### src/design/bsf_pkg.sv
// ----------------------------------------------------------------------------
// bsf_pkg: shared types and constants of the byte stuffing framer
// Holds the command word passed from the classifier to the expander, the
// clamped configuration bundle, register indexes and fixed constants.
// ----------------------------------------------------------------------------
package bsf_pkg;

  // Default lookahead depth; the top level hands it down as a parameter.
  localparam int MaxPatternLenDefault = 4;

  // Longest stuff string the framer supports, and the clamp it implies.
  localparam int MaxStuffLen = 2;
  localparam int StuffCap    = (MaxStuffLen < 2) ? MaxStuffLen : 2;

  // The fixed text "esc", first character in the lowest byte.
  localparam logic [23:0] EscBytes = 24'h637365;
  localparam logic [2:0]  EscLen   = 3'd3;

  // Configuration port.
  localparam int CfgIdxW  = 3;
  localparam int CfgDataW = 32;

  localparam logic [CfgIdxW-1:0] CfgStartPattern = 3'd0;
  localparam logic [CfgIdxW-1:0] CfgStartLength  = 3'd1;
  localparam logic [CfgIdxW-1:0] CfgEndPattern   = 3'd2;
  localparam logic [CfgIdxW-1:0] CfgEndLength    = 3'd3;
  localparam logic [CfgIdxW-1:0] CfgStuffPattern = 3'd4;
  localparam logic [CfgIdxW-1:0] CfgStuffLength  = 3'd5;

  // Command queue depth between classifier and expander (power of two).
  localparam int QueueDepth = 4;

  // Configuration with lengths already clamped to what the framer supports.
  typedef struct packed {
    logic [31:0] start_pattern;
    logic [2:0]  start_len;
    logic [31:0] end_pattern;
    logic [2:0]  end_len;
    logic [15:0] stuff_pattern;
    logic [1:0]  stuff_len;
  } bsf_cfg_t;

  // One command describes a run of output words: an optional start
  // delimiter, up to three stuff strings, an optional payload byte and an
  // optional end delimiter. Every queued command yields at least one word.
  typedef struct packed {
    logic       pre_start;
    logic       emit_byte;
    logic [7:0] data;
    logic [2:0] stuff_hits;  // bit 0 start, bit 1 end, bit 2 "esc"
    logic       post_end;
    logic       run_last;
  } bsf_cmd_t;

  // Output phases of one command, in emission order.
  localparam int NumPhases = 6;

  typedef enum logic [2:0] {
    PhStart,
    PhStuff0,
    PhStuff1,
    PhStuff2,
    PhByte,
    PhEnd
  } bsf_phase_e;

endpackage

### src/design/byte_stuffing_framer.sv
// ----------------------------------------------------------------------------
// byte_stuffing_framer: delimits and byte-stuffs a stream of payload bytes
//
// Channel   Direction  Handshake              Word
// input     in         in_valid_i/in_stall_o   payload_byte_i, frame_last_i
// output    out        out_valid_o/out_stall_i out_byte_o, run_last_o,
//                                              frame_end_o
// config    in         cfg_we_i                cfg_index_i, cfg_data_i
//
// An input word is taken every cycle while the command queue has room and the
// window is not draining. The last word of a frame holds the input while the
// lookahead window drains. The expander gives one output word per cycle while
// a command is queued and the output is not stalled, so a word that draws
// stuffing or a delimiter holds back the input through the queue. Reset is
// asynchronous and active low, restores the register defaults and empties
// window and queue at once, with no clearing pass.
// ----------------------------------------------------------------------------
module byte_stuffing_framer #(
  parameter int MAX_PATTERN_LEN = bsf_pkg::MaxPatternLenDefault
) (
  input  logic                         clk_i,
  input  logic                         rst_ni,
  input  logic                         in_valid_i,
  output logic                         in_stall_o,
  input  logic [7:0]                   payload_byte_i,
  input  logic                         frame_last_i,
  output logic                         out_valid_o,
  input  logic                         out_stall_i,
  output logic [7:0]                   out_byte_o,
  output logic                         run_last_o,
  output logic                         frame_end_o,
  input  logic                         cfg_we_i,
  input  logic [bsf_pkg::CfgIdxW-1:0]  cfg_index_i,
  input  logic [bsf_pkg::CfgDataW-1:0] cfg_data_i
);
  import bsf_pkg::*;

  // Delimiters are clamped to the window depth and to four bytes.
  localparam int DelimCap = (MAX_PATTERN_LEN < 4) ? MAX_PATTERN_LEN : 4;

  // Configuration registers, as written by software.
  logic [31:0] start_pattern_q;
  logic [2:0]  start_length_q;
  logic [31:0] end_pattern_q;
  logic [2:0]  end_length_q;
  logic [15:0] stuff_pattern_q;
  logic [1:0]  stuff_length_q;

  bsf_cfg_t cfg;
  logic     push, pop, full, empty;
  bsf_cmd_t cmd, head;

  always_ff @(posedge clk_i or negedge rst_ni) begin
    if (!rst_ni) begin
      start_pattern_q <= 32'd126;
      start_length_q  <= 3'd1;
      end_pattern_q   <= 32'd126;
      end_length_q    <= 3'd1;
      stuff_pattern_q <= 16'd125;
      stuff_length_q  <= 2'd1;
    end else if (cfg_we_i) begin
      unique case (cfg_index_i)
        CfgStartPattern: start_pattern_q <= cfg_data_i;
        CfgStartLength:  start_length_q  <= cfg_data_i[2:0];
        CfgEndPattern:   end_pattern_q   <= cfg_data_i;
        CfgEndLength:    end_length_q    <= cfg_data_i[2:0];
        CfgStuffPattern: stuff_pattern_q <= cfg_data_i[15:0];
        CfgStuffLength:  stuff_length_q  <= cfg_data_i[1:0];
        default: begin
          // Writes to unused indexes are dropped.
        end
      endcase
    end
  end

  // Lengths above what the framer supports saturate; a zero length means
  // the string is empty and never matches.
  always_comb begin
    cfg.start_pattern = start_pattern_q;
    cfg.start_len     = (start_length_q > 3'(DelimCap)) ? 3'(DelimCap) : start_length_q;
    cfg.end_pattern   = end_pattern_q;
    cfg.end_len       = (end_length_q > 3'(DelimCap)) ? 3'(DelimCap) : end_length_q;
    cfg.stuff_pattern = stuff_pattern_q;
    cfg.stuff_len     = (stuff_length_q > 2'(StuffCap)) ? 2'(StuffCap) : stuff_length_q;
  end

  // Classifier: window, match decisions, one command per cycle while the queue has room.
  bsf_front #(
    .MAX_PATTERN_LEN(MAX_PATTERN_LEN)
  ) u_front (
    .clk_i         (clk_i),
    .rst_ni        (rst_ni),
    .in_valid_i    (in_valid_i),
    .in_stall_o    (in_stall_o),
    .payload_byte_i(payload_byte_i),
    .frame_last_i  (frame_last_i),
    .cfg_i         (cfg),
    .full_i        (full),
    .push_o        (push),
    .cmd_o         (cmd)
  );

  // Short queue so that stuffing on the output side does not stall the
  // classifier right away.
  bsf_queue u_queue (
    .clk_i  (clk_i),
    .rst_ni (rst_ni),
    .push_i (push),
    .cmd_i  (cmd),
    .pop_i  (pop),
    .full_o (full),
    .empty_o(empty),
    .head_o (head)
  );

  // Expander: one output word per cycle into the output register while not stalled.
  bsf_back u_back (
    .clk_i      (clk_i),
    .rst_ni     (rst_ni),
    .cfg_i      (cfg),
    .head_i     (head),
    .empty_i    (empty),
    .pop_o      (pop),
    .out_valid_o(out_valid_o),
    .out_stall_i(out_stall_i),
    .out_byte_o (out_byte_o),
    .run_last_o (run_last_o),
    .frame_end_o(frame_end_o)
  );

endmodule

### src/design/bsf_front.sv
// ----------------------------------------------------------------------------
// bsf_front: input classifier of the byte stuffing framer
// Keeps the lookahead window, decides pattern matches at its oldest byte and
// pushes one command per cycle into the command queue while it has room.
// ----------------------------------------------------------------------------
module bsf_front #(
  parameter int MAX_PATTERN_LEN = 4
) (
  input  logic              clk_i,
  input  logic              rst_ni,
  input  logic              in_valid_i,
  output logic              in_stall_o,
  input  logic [7:0]        payload_byte_i,
  input  logic              frame_last_i,
  input  bsf_pkg::bsf_cfg_t cfg_i,
  input  logic              full_i,
  output logic              push_o,
  output bsf_pkg::bsf_cmd_t cmd_o
);
  import bsf_pkg::*;

  localparam int CntW     = $clog2(MAX_PATTERN_LEN + 1);
  localparam int CmpW     = CntW + 1;
  localparam int DelimCap = (MAX_PATTERN_LEN < 4) ? MAX_PATTERN_LEN : 4;
  localparam logic [CntW-1:0] CntFull = CntW'(MAX_PATTERN_LEN);
  localparam logic [CntW-1:0] CntOne  = CntW'(1);

  typedef logic [MAX_PATTERN_LEN-1:0][7:0] win_t;

  // A pattern matches when it is non-empty, fits in the known bytes and
  // equals the window from its oldest byte on.
  function automatic logic hit(input win_t w, input logic [CntW-1:0] cnt,
                               input logic [31:0] pat, input logic [2:0] len);
    logic ok;
    ok = (len != 3'd0) && (CmpW'(len) <= CmpW'(cnt));
    for (int i = 0; i < DelimCap; i++) begin
      if ((3'(i) < len) && (w[i] != pat[8*i +: 8])) begin
        ok = 1'b0;
      end
    end
    return ok;
  endfunction

  win_t            win_q, win_d, nwin, hwin;
  logic [CntW-1:0] cnt_q, cnt_d, cnt_eff, ncnt, hcnt;
  logic            inside_q, inside_d;
  logic            flush_q, flush_d;
  logic            pend_start_q, pend_start_d;
  logic            pre_now, accept, stuff_on;
  logic [2:0]      hits;

  always_comb begin
    cnt_eff = inside_q ? cnt_q : '0;
    for (int i = 0; i < MAX_PATTERN_LEN; i++) begin
      nwin[i] = (CntW'(i) == cnt_eff) ? payload_byte_i : win_q[i];
    end
    ncnt    = cnt_eff + CntOne;
    pre_now = !inside_q && (cfg_i.start_len != 3'd0);

    in_stall_o = flush_q || full_i;
    accept     = in_valid_i && !in_stall_o;

    // One set of comparators serves both the flush and the normal path.
    hwin     = flush_q ? win_q : nwin;
    hcnt     = flush_q ? cnt_q : CntFull;
    stuff_on = cfg_i.stuff_len != 2'd0;
    hits     = {hit(hwin, hcnt, {8'h00, EscBytes}, EscLen),
                hit(hwin, hcnt, cfg_i.end_pattern, cfg_i.end_len),
                hit(hwin, hcnt, cfg_i.start_pattern, cfg_i.start_len)}
               & {3{stuff_on}};
  end

  always_comb begin
    win_d        = win_q;
    cnt_d        = cnt_q;
    inside_d     = inside_q;
    flush_d      = flush_q;
    pend_start_d = pend_start_q;
    push_o       = 1'b0;

    cmd_o.pre_start  = pre_now;
    cmd_o.emit_byte  = 1'b1;
    cmd_o.data       = hwin[0];
    cmd_o.stuff_hits = hits;
    cmd_o.post_end   = 1'b0;
    cmd_o.run_last   = 1'b1;

    if (flush_q) begin
      // Drain the window one byte per cycle while the queue has room; the
      // final one carries the end delimiter.
      cmd_o.pre_start = pend_start_q;
      cmd_o.post_end  = (cnt_q == CntOne) && (cfg_i.end_len != 3'd0);
      cmd_o.run_last  = cnt_q == CntOne;
      if (!full_i) begin
        push_o       = 1'b1;
        pend_start_d = 1'b0;
        win_d        = {8'h00, win_q[MAX_PATTERN_LEN-1:1]};
        cnt_d        = cnt_q - CntOne;
        if (cnt_q == CntOne) begin
          flush_d  = 1'b0;
          inside_d = 1'b0;
        end
      end
    end else if (accept) begin
      inside_d = 1'b1;
      if (frame_last_i) begin
        win_d        = nwin;
        cnt_d        = ncnt;
        flush_d      = 1'b1;
        pend_start_d = pre_now;
      end else if (ncnt == CntFull) begin
        push_o = 1'b1;
        win_d  = {8'h00, nwin[MAX_PATTERN_LEN-1:1]};
        cnt_d  = CntFull - CntOne;
      end else begin
        win_d            = nwin;
        cnt_d            = ncnt;
        push_o           = pre_now;
        cmd_o.emit_byte  = 1'b0;
        cmd_o.stuff_hits = '0;
      end
    end
  end

  always_ff @(posedge clk_i or negedge rst_ni) begin
    if (!rst_ni) begin
      cnt_q        <= '0;
      inside_q     <= 1'b0;
      flush_q      <= 1'b0;
      pend_start_q <= 1'b0;
    end else begin
      cnt_q        <= cnt_d;
      inside_q     <= inside_d;
      flush_q      <= flush_d;
      pend_start_q <= pend_start_d;
    end
  end

  always_ff @(posedge clk_i) begin
    win_q <= win_d;
  end

endmodule

### src/design/bsf_queue.sv
// ----------------------------------------------------------------------------
// bsf_queue: command queue of the byte stuffing framer
// A short first-in first-out buffer that decouples the classifier from the
// expander so that each side can stall on its own.
// ----------------------------------------------------------------------------
module bsf_queue (
  input  logic              clk_i,
  input  logic              rst_ni,
  input  logic              push_i,
  input  bsf_pkg::bsf_cmd_t cmd_i,
  input  logic              pop_i,
  output logic              full_o,
  output logic              empty_o,
  output bsf_pkg::bsf_cmd_t head_o
);
  import bsf_pkg::*;

  localparam int PtrW = $clog2(QueueDepth);
  localparam logic [PtrW:0] CntMax = (PtrW + 1)'(QueueDepth);

  bsf_cmd_t        mem_q [QueueDepth];
  logic [PtrW-1:0] wr_ptr_q, rd_ptr_q;
  logic [PtrW:0]   cnt_q;
  logic            do_push, do_pop;

  always_comb begin
    full_o  = cnt_q == CntMax;
    empty_o = cnt_q == '0;
    do_push = push_i && !full_o;
    do_pop  = pop_i && !empty_o;
    head_o  = mem_q[rd_ptr_q];
  end

  always_ff @(posedge clk_i or negedge rst_ni) begin
    if (!rst_ni) begin
      wr_ptr_q <= '0;
      rd_ptr_q <= '0;
      cnt_q    <= '0;
    end else begin
      if (do_push) begin
        wr_ptr_q <= wr_ptr_q + PtrW'(1);
      end
      if (do_pop) begin
        rd_ptr_q <= rd_ptr_q + PtrW'(1);
      end
      if (do_push && !do_pop) begin
        cnt_q <= cnt_q + (PtrW + 1)'(1);
      end else if (do_pop && !do_push) begin
        cnt_q <= cnt_q - (PtrW + 1)'(1);
      end
    end
  end

  always_ff @(posedge clk_i) begin
    if (do_push) begin
      mem_q[wr_ptr_q] <= cmd_i;
    end
  end

endmodule

### src/design/bsf_back.sv
// ----------------------------------------------------------------------------
// bsf_back: output expander of the byte stuffing framer
// Turns each queued command into its run of output words, one word per
// cycle while the output is not stalled, into a registered output stage.
// ----------------------------------------------------------------------------
module bsf_back (
  input  logic              clk_i,
  input  logic              rst_ni,
  input  bsf_pkg::bsf_cfg_t cfg_i,
  input  bsf_pkg::bsf_cmd_t head_i,
  input  logic              empty_i,
  output logic              pop_o,
  output logic              out_valid_o,
  input  logic              out_stall_i,
  output logic [7:0]        out_byte_o,
  output logic              run_last_o,
  output logic              frame_end_o
);
  import bsf_pkg::*;

  logic [NumPhases-1:0] rem_q, rem_d, act, rem, rem_after;
  logic                 started_q, started_d;
  logic [1:0]           idx_q, idx_d;
  logic                 out_valid_q, out_valid_d;
  logic [7:0]           out_byte_q, out_byte_d;
  logic                 run_last_q, run_last_d;
  logic                 frame_end_q, frame_end_d;
  bsf_phase_e           cur;
  logic [2:0]           len;
  logic [7:0]           sel_byte;
  logic                 phase_done, cmd_done, load, advance;

  always_comb begin
    act = {head_i.post_end, head_i.emit_byte, head_i.stuff_hits, head_i.pre_start};
    rem = started_q ? rem_q : act;

    // The lowest pending phase is the one being emitted.
    cur = PhEnd;
    for (int i = NumPhases - 1; i >= 0; i--) begin
      if (rem[i]) begin
        cur = bsf_phase_e'(3'(i));
      end
    end

    unique case (cur)
      PhStart: begin
        len      = cfg_i.start_len;
        sel_byte = cfg_i.start_pattern[8*idx_q +: 8];
      end
      PhStuff0, PhStuff1, PhStuff2: begin
        len      = {1'b0, cfg_i.stuff_len};
        sel_byte = cfg_i.stuff_pattern[8*idx_q[0] +: 8];
      end
      PhByte: begin
        len      = 3'd1;
        sel_byte = head_i.data;
      end
      PhEnd: begin
        len      = cfg_i.end_len;
        sel_byte = cfg_i.end_pattern[8*idx_q +: 8];
      end
      default: begin
        len      = 3'd1;
        sel_byte = head_i.data;
      end
    endcase

    phase_done = ({1'b0, idx_q} + 3'd1) == len;
    rem_after  = rem & ~(NumPhases'(1) << cur);
    cmd_done   = phase_done && (rem_after == '0);

    load    = !out_valid_q || !out_stall_i;
    advance = !empty_i && load;
    pop_o   = advance && cmd_done;
  end

  always_comb begin
    rem_d       = rem_q;
    started_d   = started_q;
    idx_d       = idx_q;
    out_valid_d = out_valid_q;
    out_byte_d  = out_byte_q;
    run_last_d  = run_last_q;
    frame_end_d = frame_end_q;

    if (load) begin
      out_valid_d = 1'b0;
    end
    if (advance) begin
      out_valid_d = 1'b1;
      out_byte_d  = sel_byte;
      run_last_d  = head_i.run_last && cmd_done;
      frame_end_d = (cur == PhEnd) && phase_done;
      if (phase_done) begin
        idx_d     = 2'd0;
        rem_d     = rem_after;
        started_d = !cmd_done;
      end else begin
        idx_d     = idx_q + 2'd1;
        rem_d     = rem;
        started_d = 1'b1;
      end
    end
  end

  always_ff @(posedge clk_i or negedge rst_ni) begin
    if (!rst_ni) begin
      rem_q       <= '0;
      started_q   <= 1'b0;
      idx_q       <= 2'd0;
      out_valid_q <= 1'b0;
    end else begin
      rem_q       <= rem_d;
      started_q   <= started_d;
      idx_q       <= idx_d;
      out_valid_q <= out_valid_d;
    end
  end

  always_ff @(posedge clk_i) begin
    out_byte_q  <= out_byte_d;
    run_last_q  <= run_last_d;
    frame_end_q <= frame_end_d;
  end

  assign out_valid_o = out_valid_q;
  assign out_byte_o  = out_byte_q;
  assign run_last_o  = run_last_q;
  assign frame_end_o = frame_end_q;

endmodule

### config.mk
export PLATFORM = sky130hd
export DESIGN_NAME = byte_stuffing_framer
export DESIGN_NICKNAME = d
export VERILOG_FILES = /design/src/design/bsf_pkg.sv /design/src/design/byte_stuffing_framer.sv /design/src/design/bsf_front.sv /design/src/design/bsf_queue.sv /design/src/design/bsf_back.sv
export SDC_FILE = /design/constraint.sdc
export NUM_CORES = 1
export LEC_CHECK = 0
export BUFFER_PORTS_ARGS = -buffer_cell sky130_fd_sc_hd__buf_2
export CAP_MARGIN = 25
export CORE_ASPECT_RATIO = 2
export CORE_UTILIZATION = 67
export CTS_CLUSTER_SIZE = 12
export DETAILED_ROUTE_END_ITERATION = 8
export PLACE_DENSITY = 0.88
export SKIP_CTS_REPAIR_TIMING = 1
export SYNTH_ARGS = -nofsm -noshare
export SYNTH_HDL_FRONTEND = slang
export SYNTH_SLANG_ARGS = --single-unit
### constraint.sdc
create_clock -name clk_i -period 9.75 [get_ports clk_i]
set_input_delay 2.4375 -clock clk_i [delete_from_list [all_inputs] [get_ports clk_i]]
set_output_delay 2.4375 -clock clk_i [all_outputs]
set_load 0.02 [all_outputs]
==> results of run 1 <==
[through the flow]
step,std cells,area [sq um]
finish,1181,12550
global route,1181,12550
CTS,1181,12550
detailed placement,1143,11960
global placement,1143,11960
floorplan,915,11530
[path summary, 6_finish.rpt]
kind / startpoint / to / slack, ps / depth (start not counted)
max in group asynchronous: rst_ni / start_pattern_q[14] / 6530 / 2
min reg2reg: u_back.rem_q[3] / u_back.rem_q[3] / 480 / 1
min: u_back.rem_q[3] / u_back.rem_q[3] / 480 / 1
min in group asynchronous: rst_ni / u_queue.wr_ptr_q[0] / 1980 / 1
max reg2reg: u_front.inside_q / u_queue.mem_q[2][3] / 5270 / 9
max: frame_last_i / u_queue.cnt_q[2] / 4620 / 12
[worst max-delay path, stage by stage]
cell and delay [ps]:
buf_2 130, nor2b_1 200, nand2_1 560, nand2b_1 590
nor2_1 90, nor2_1 380, ha_1 270, inv_1 70
fa_1 420, xor2_1 150, nor2_1 110, xor2_1 140
[where the power goes]
part	switching (mW)	total [mW]	internal [mW]
sequential	0.267	1.62	1.35
clock	0.343	0.749	0.406
combinational	1.18	2.00	0.819
[layout by cell type, fill, tap and decap left out, types with 5 or more instances in the layout]
cell / instances
inv_1: 22
nand2_1: 49
mux2_2: 99
xnor2_1: 15
and2_1: 10
a21oi_1: 31
nand3_1: 18
mux2i_1: 62
ha_1: 20
o21a_1: 5
nor3_1: 9
buf_2: 59
xor2_1: 56
o22a_1: 24
mux4_2: 26
a21o_1: 6
dfstp_2: 21
edfxtp_1: 102
dfrtp_1: 89
buf_4: 11
clkbuf_1: 16
a31oi_1: 14
nand2b_1: 7
nor2_1: 51
o31ai_1: 6
o21ai_0: 23
nor2b_1: 14
clkbuf_16: 21
nand4_1: 17
[area by class of cell]
cell class	count	area, sq um	area share (%)
inverter	22	82.58	0.6579
sequential	213	5868	46.75
tap	207	259.0	2.063
clock buffer	37	585.6	4.665
clock inverter	1	8.758	0.06978
timing repair buffer	70	377.9	3.010
multi-input combinational	631	5370	42.78
[logic make-up (layout without fill, tap and decap cells)]
| logic type | Yosys count | in the layout | share of synthesized area, % |
|---|---|---|---|
| buffers and inverters | 71 | 130 | 2.736 |
| adders and majority gates | 22 | 22 | 2.432 |
| DFF | 213 | 213 | 50.90 |
| and+or+nand+nor | 207 | 207 | 9.357 |
| AOI/OAI and AO/OA | 139 | 139 | 8.435 |
| xor gates and xnor gates | 71 | 71 | 5.395 |
| muxes | 192 | 192 | 20.74 |
[flip-flops by register name (all words and copies together) (netlist names)]
signal and cells:
stuff_pattern_q 16, u_back.run_last_o 1, stuff_length_q 2, start_length_q 3, start_pattern_q 32, u_back.idx_q 2
u_front.pend_start_q 1, u_queue.mem_q 60, u_front.flush_q 1, end_length_q 3, u_back.out_valid_o 1, u_front.inside_q 1
u_back.frame_end_o 1, u_back.started_q 1, u_back.out_byte_o 8, end_pattern_q 32, u_front.win_q 32, u_back.rem_q 6
u_queue.cnt_q 3, u_front.cnt_q 3, u_queue.rd_ptr_q 2, u_queue.wr_ptr_q 2
[layer usage]
metal | GRT usage (%) | routed length [um] | up-vias
met2 | 60.74 | 15870 | 416
met4 | 26.17 | 2588 | 0
met5 | 0 | 0 | -
met3 | 5.231 | 1681 | 145
met1 | 38.36 | 9770 | 3951
li1 | - | - | 3493
==> results.toml, run 1 <==
[outcome]
status = "complete, no violations"

[floorplanning]
core_sq_um = 16770
start_util_pct = 68.75
ioPinCount = 61
dieArea_sq_um = 17760
die_w_um = 94.75
die_h_um = 187.5
fp-row-count = 67

[timing]
max_slew_margin_pct = 28.89
period_minus_slack_ps = 5127
finalSetupTns_ps = 0
final.setup.worst_slack_ps = 4623
worst_pin_slew_ps = 1058
setup_viol = 0
rsz0062_at_grt = "false"
fmax_ghz = 0.1950
period_share_pct = 52.59
clock_skew_ps = 13.67
final_max_slew_viol_count = 0
hold_violations = 0
timing.hold.ws_ps = 482.3

[finish]
drive_gt1_share_pct = 26.69
synthToLayoutAreaGrowth_pct = 8.901
fin_nets = 1029
n_fill_cell = 1098
antenna_cells = 0
final_util_pct = 74.87

[yosys]
syn-cell-area_sq_um = 11530
syn_inst = 915
syn_avg_cell_area_sq_um = 12.60
synth_common_cells = "edfxtp_1 (102), mux2_2 (99), dfrtp_1 (90), mux2i_1 (62), xor2_1 (56)"
syn-num-nets = 985
synth.largest_area_cell = "edfxtp_1"
synthTopCellsByArea = "edfxtp_1 (27%), dfrtp_1 (20%), mux2_2 (9.7%), mux2i_1 (5.4%), mux4_2 (5.1%)"
synthDistinctLibCells = 71
synth_edf_count = 102
synth.most_common_cell = "edfxtp_1"
async_reset_ff_share_pct = 52.11
yosysSeqAreaShare_pct = 50.90
synth_top_area_share_pct = 26.57
ys.flop_type = "edfxtp_1"
synth_warnings = 0
synth_seq_cells = 213

[detailed_routing]
initialDrtViolationCount = 678
dr.pass1.iters = 5
num_vias = 8005
routed_wl_um = 29910
ant_nets = 0
viasPerCell = 6.778
avgRoutedWirePerCell_um = 25.33
route.detailed.drc = 0

[job]
cap_viol_max_count = 0

[clock_network]
cts.clk_slew.worst_paths_ps = 70
cts_made_buffers = 21
root_buffer = "clkbuf_16"
clockBufferDepth = 3
cts_tree = "done"
insertion_delay_ps = 510
cts.sinks = 213
htree_levels = 1

[power]
p_leak_nw = 4.994
ir_drop_mv = 0.2166
p_per_area_nw_per_um2 = 348.1
total_power_mw = 4.369

[setup_path]
critPathMaxFanout = 29
crit_arrival_ps = 5570
end_kind = "flop"
crit_required_ps = 10190
cp-start-kind = "input port"
path_class = "in -> reg"

[place]
hpwlAfterDp_um = 21020
port_buffers = 60
gp_congestion = 0.9853
dp_slack_ps = 4135

[min_path]
hp-class = "reg -> reg"

[grt]
grt-ovfl-total = 0
grt_pass1_wl_um = 46510
grt_pass1_vias = 8377
grt.total_usage_pct = 35.39
grt_max_degree = 58
antenna_found_initial = 0
Note: power is estimated with default switching activity, not from simulation.
==> run 2, diff against run 1 <==
--- a/config.mk
+++ b/config.mk
@@ -8,10 +8,10 @@
 export BUFFER_PORTS_ARGS = -buffer_cell sky130_fd_sc_hd__buf_2
 export CAP_MARGIN = 25
 export CORE_ASPECT_RATIO = 2
-export CORE_UTILIZATION = 67
+export CORE_UTILIZATION = 62
 export CTS_CLUSTER_SIZE = 12
 export DETAILED_ROUTE_END_ITERATION = 8
-export PLACE_DENSITY = 0.88
+export PLACE_DENSITY = 0.83
 export SKIP_CTS_REPAIR_TIMING = 1
 export SYNTH_ARGS = -nofsm -noshare
 export SYNTH_HDL_FRONTEND = slang
==> constraint.sdc (replaced) <==
create_clock -name clk_i -period 5.1 [get_ports clk_i]
set_input_delay 1.275 -clock clk_i [delete_from_list [all_inputs] [get_ports clk_i]]
set_output_delay 1.275 -clock clk_i [all_outputs]
set_load 0.02 [all_outputs]
==> run 2 against run 1 <==
Effect of this change:
- total power is 94% higher
- sequential cell count stayed put
- worst hold slack lost 11 ps
- first-iteration DRC count fell by 22%
- the flow now finishes with violations (design-rule violations)
- setup slack worse by 3700 ps
- cell area grew 1.4%
- global-route usage fell by 3.3 points
- combinational power grew 88%
- clock skew fell by 1.7 ps
- clock-buffer cell count stayed put
- critical path type is now reg -> reg
- sequential share of layout area shrank 0.63 points
- critical path depth is 1 lower
==> results.toml, run 2 (same netlist as run 1, synthesis figures left out) <==
[grt]
grt_max_degree = 74
grt_pass1_vias = 8228
grt-ovfl-total = 0
antenna_found_initial = 0
grt_pass1_wl_um = 45970
grt.total_usage_pct = 32.13

[power]
p_per_area_nw_per_um2 = 665.2
swShare_pct = 39.69
p_leak_nw = 5.077
combPwrFrac_pct = 44.6
p_clk_share_pct = 18.7
p_int_mw = 5.105
p_seq_share_pct = 36.7
ir_drop_mv = 0.4166
power_switching_mw = 3.359

[clock_network]
cts.sinks = 213
clockBufferDepth = 3
insertion_delay_ps = 510
cts_made_buffers = 22
cts.clk_slew.worst_paths_ps = 60
htree_levels = 1
root_buffer = "clkbuf_16"
cts_tree = "done"

[outcome]
status = "finished, violations left"
failed_checks = "design-rule violations"

[min_path]
hp-class = "reg -> reg"
hp-start = "u_back.rem_q[3]"

[finish]
instances_no_fill = 1196
final_common_cell = "edfxtp_1"
antenna_cells = 0
register_area_sq_um = 5868
fin_nets = 1034
multi_input_area_sq_um = 5376
largest_register_ff_count = 60
largest-register = "u_queue.mem_q"
design_area_sq_um = 12720
n_fill_cell = 1310
synthToLayoutAreaGrowth_pct = 10.39
drive_gt1_share_pct = 27.45
final_cell_mix = "edfxtp_1 (102), mux2_2 (99), dfrtp_1 (89)"

[detailed_routing]
route.detailed.drc = 2
routed_wl_um = 29930
avgRoutedWirePerCell_um = 25.02
num_vias = 7979
viasPerCell = 6.671
initialDrtViolationCount = 526
dr.pass1.iters = 9
ant_nets = 0

[floorplanning]
start_util_pct = 63.27
dieArea_sq_um = 19170
die_h_um = 194.8
fp-row-count = 70
core_sq_um = 18220
die_w_um = 98.41
ioPinCount = 61

[place]
gp_congestion = 0.9754
port_buffers = 60
dp_slack_ps = 978.5
dpl.cell_count = 1155
dpl-instance-area_sq_um = 12000
hpwlAfterDp_um = 21750

[setup_path]
endpoint = "u_queue.mem_q[0][3]"
ff2ff_setup_slack_ps = 900
path_class = "reg -> reg"
cp-start-kind = "flop"
r2r_start = "u_front.inside_q"
r2r_cells = 11
critPathMaxFanout = 11
crit_required_ps = 5320
r2r-end = "u_queue.mem_q[0][3]"
end_kind = "flop"
crit_arrival_ps = 4420
setup.worst_path.start = "u_front.inside_q"

[timing]
final.setup.worst_slack_ps = 902.3
finalSetupTns_ps = 0
setup_viol = 0
worst_pin_slew_ps = 980.8
rsz0062_at_grt = "false"
max_slew_margin_pct = 33.72
final_max_slew_viol_count = 0
period_share_pct = 82.31
fmax_ghz = 0.2382
clock_skew_ps = 12.00
hold_violations = 0
period_minus_slack_ps = 4198

[job]
cap_viol_max_count = 0
-- run 2: cell count changes in the layout (fill, tap and decap cells not counted), sizes merged --
| cell | delta |
|---|---|
| clkinv | +2 |
| buf | +4 |
| bufinv | +1 |
| inv | -1 |
-- run 2: final cells by class --
type,count,area share (%)
multi-input combinational,631,42.26
clock inverter,3,0.3048
sequential,213,46.12
timing repair buffer,74,3.363
tap,216,2.124
clock buffer,37,5.182
inverter,22,0.6490
-- run 2: worst min path at each step --
stage,end,cells after the start
6_report,u_back.rem_q[3],1
5_1_grt,u_back.rem_q[3],1
3_3_place_gp,u_back.rem_q[1],1
2_1_floorplan,u_back.rem_q[3],1
3_5_place_dp,u_back.rem_q[3],1
4_1_cts,u_back.rem_q[3],1
-- run 2: worst max-delay path: stages, from the launching register on --
cell and delay (ps):
dfrtp_1 490, and2_1 250, inv_1 90, ha_1 130
and2_1 110, buf_4 170, nor2b_1 790, mux2i_1 640
xnor2_1 160, nor4_1 310, nand4_1 150, nor4_1 610
-- run 2: per-stage QoR --
| stage | util [%] | hold slack [ps] | power [mW] |
|---|---|---|---|
| finish | 69.84 | 471.0 | 8.464 |
| global placement | 65.86 | 467.2 | 6.703 |
| floorplan | - | 440.5 | 5.756 |
| detailed placement | 65.86 | 457.4 | 6.816 |
| CTS | 69.69 | 471.6 | 8.429 |
| global route | 69.84 | 491.8 | 8.854 |
-- run 2: power by group through the flow --
stage	registers (mW)	logic [mW]	clock network [mW]
6_report	3.10	3.77	1.59
5_1_grt	3.15	4.05	1.66
4_1_cts	3.09	3.74	1.60
3_5_place_dp	3.12	3.70	0
3_3_place_gp	3.10	3.61	0
2_1_floorplan	2.92	2.84	0
-- run 2: layer usage --
layer / part of all wire, % / up-vias / track usage, %
li1: - / 3512 / -
met1: 33 / 3944 / 33.85
met2: 54 / 390 / 59.34
met4: 7.6 / 0 / 21.23
met5: 0 / - / 0
met3: 5.8 / 133 / 3.596
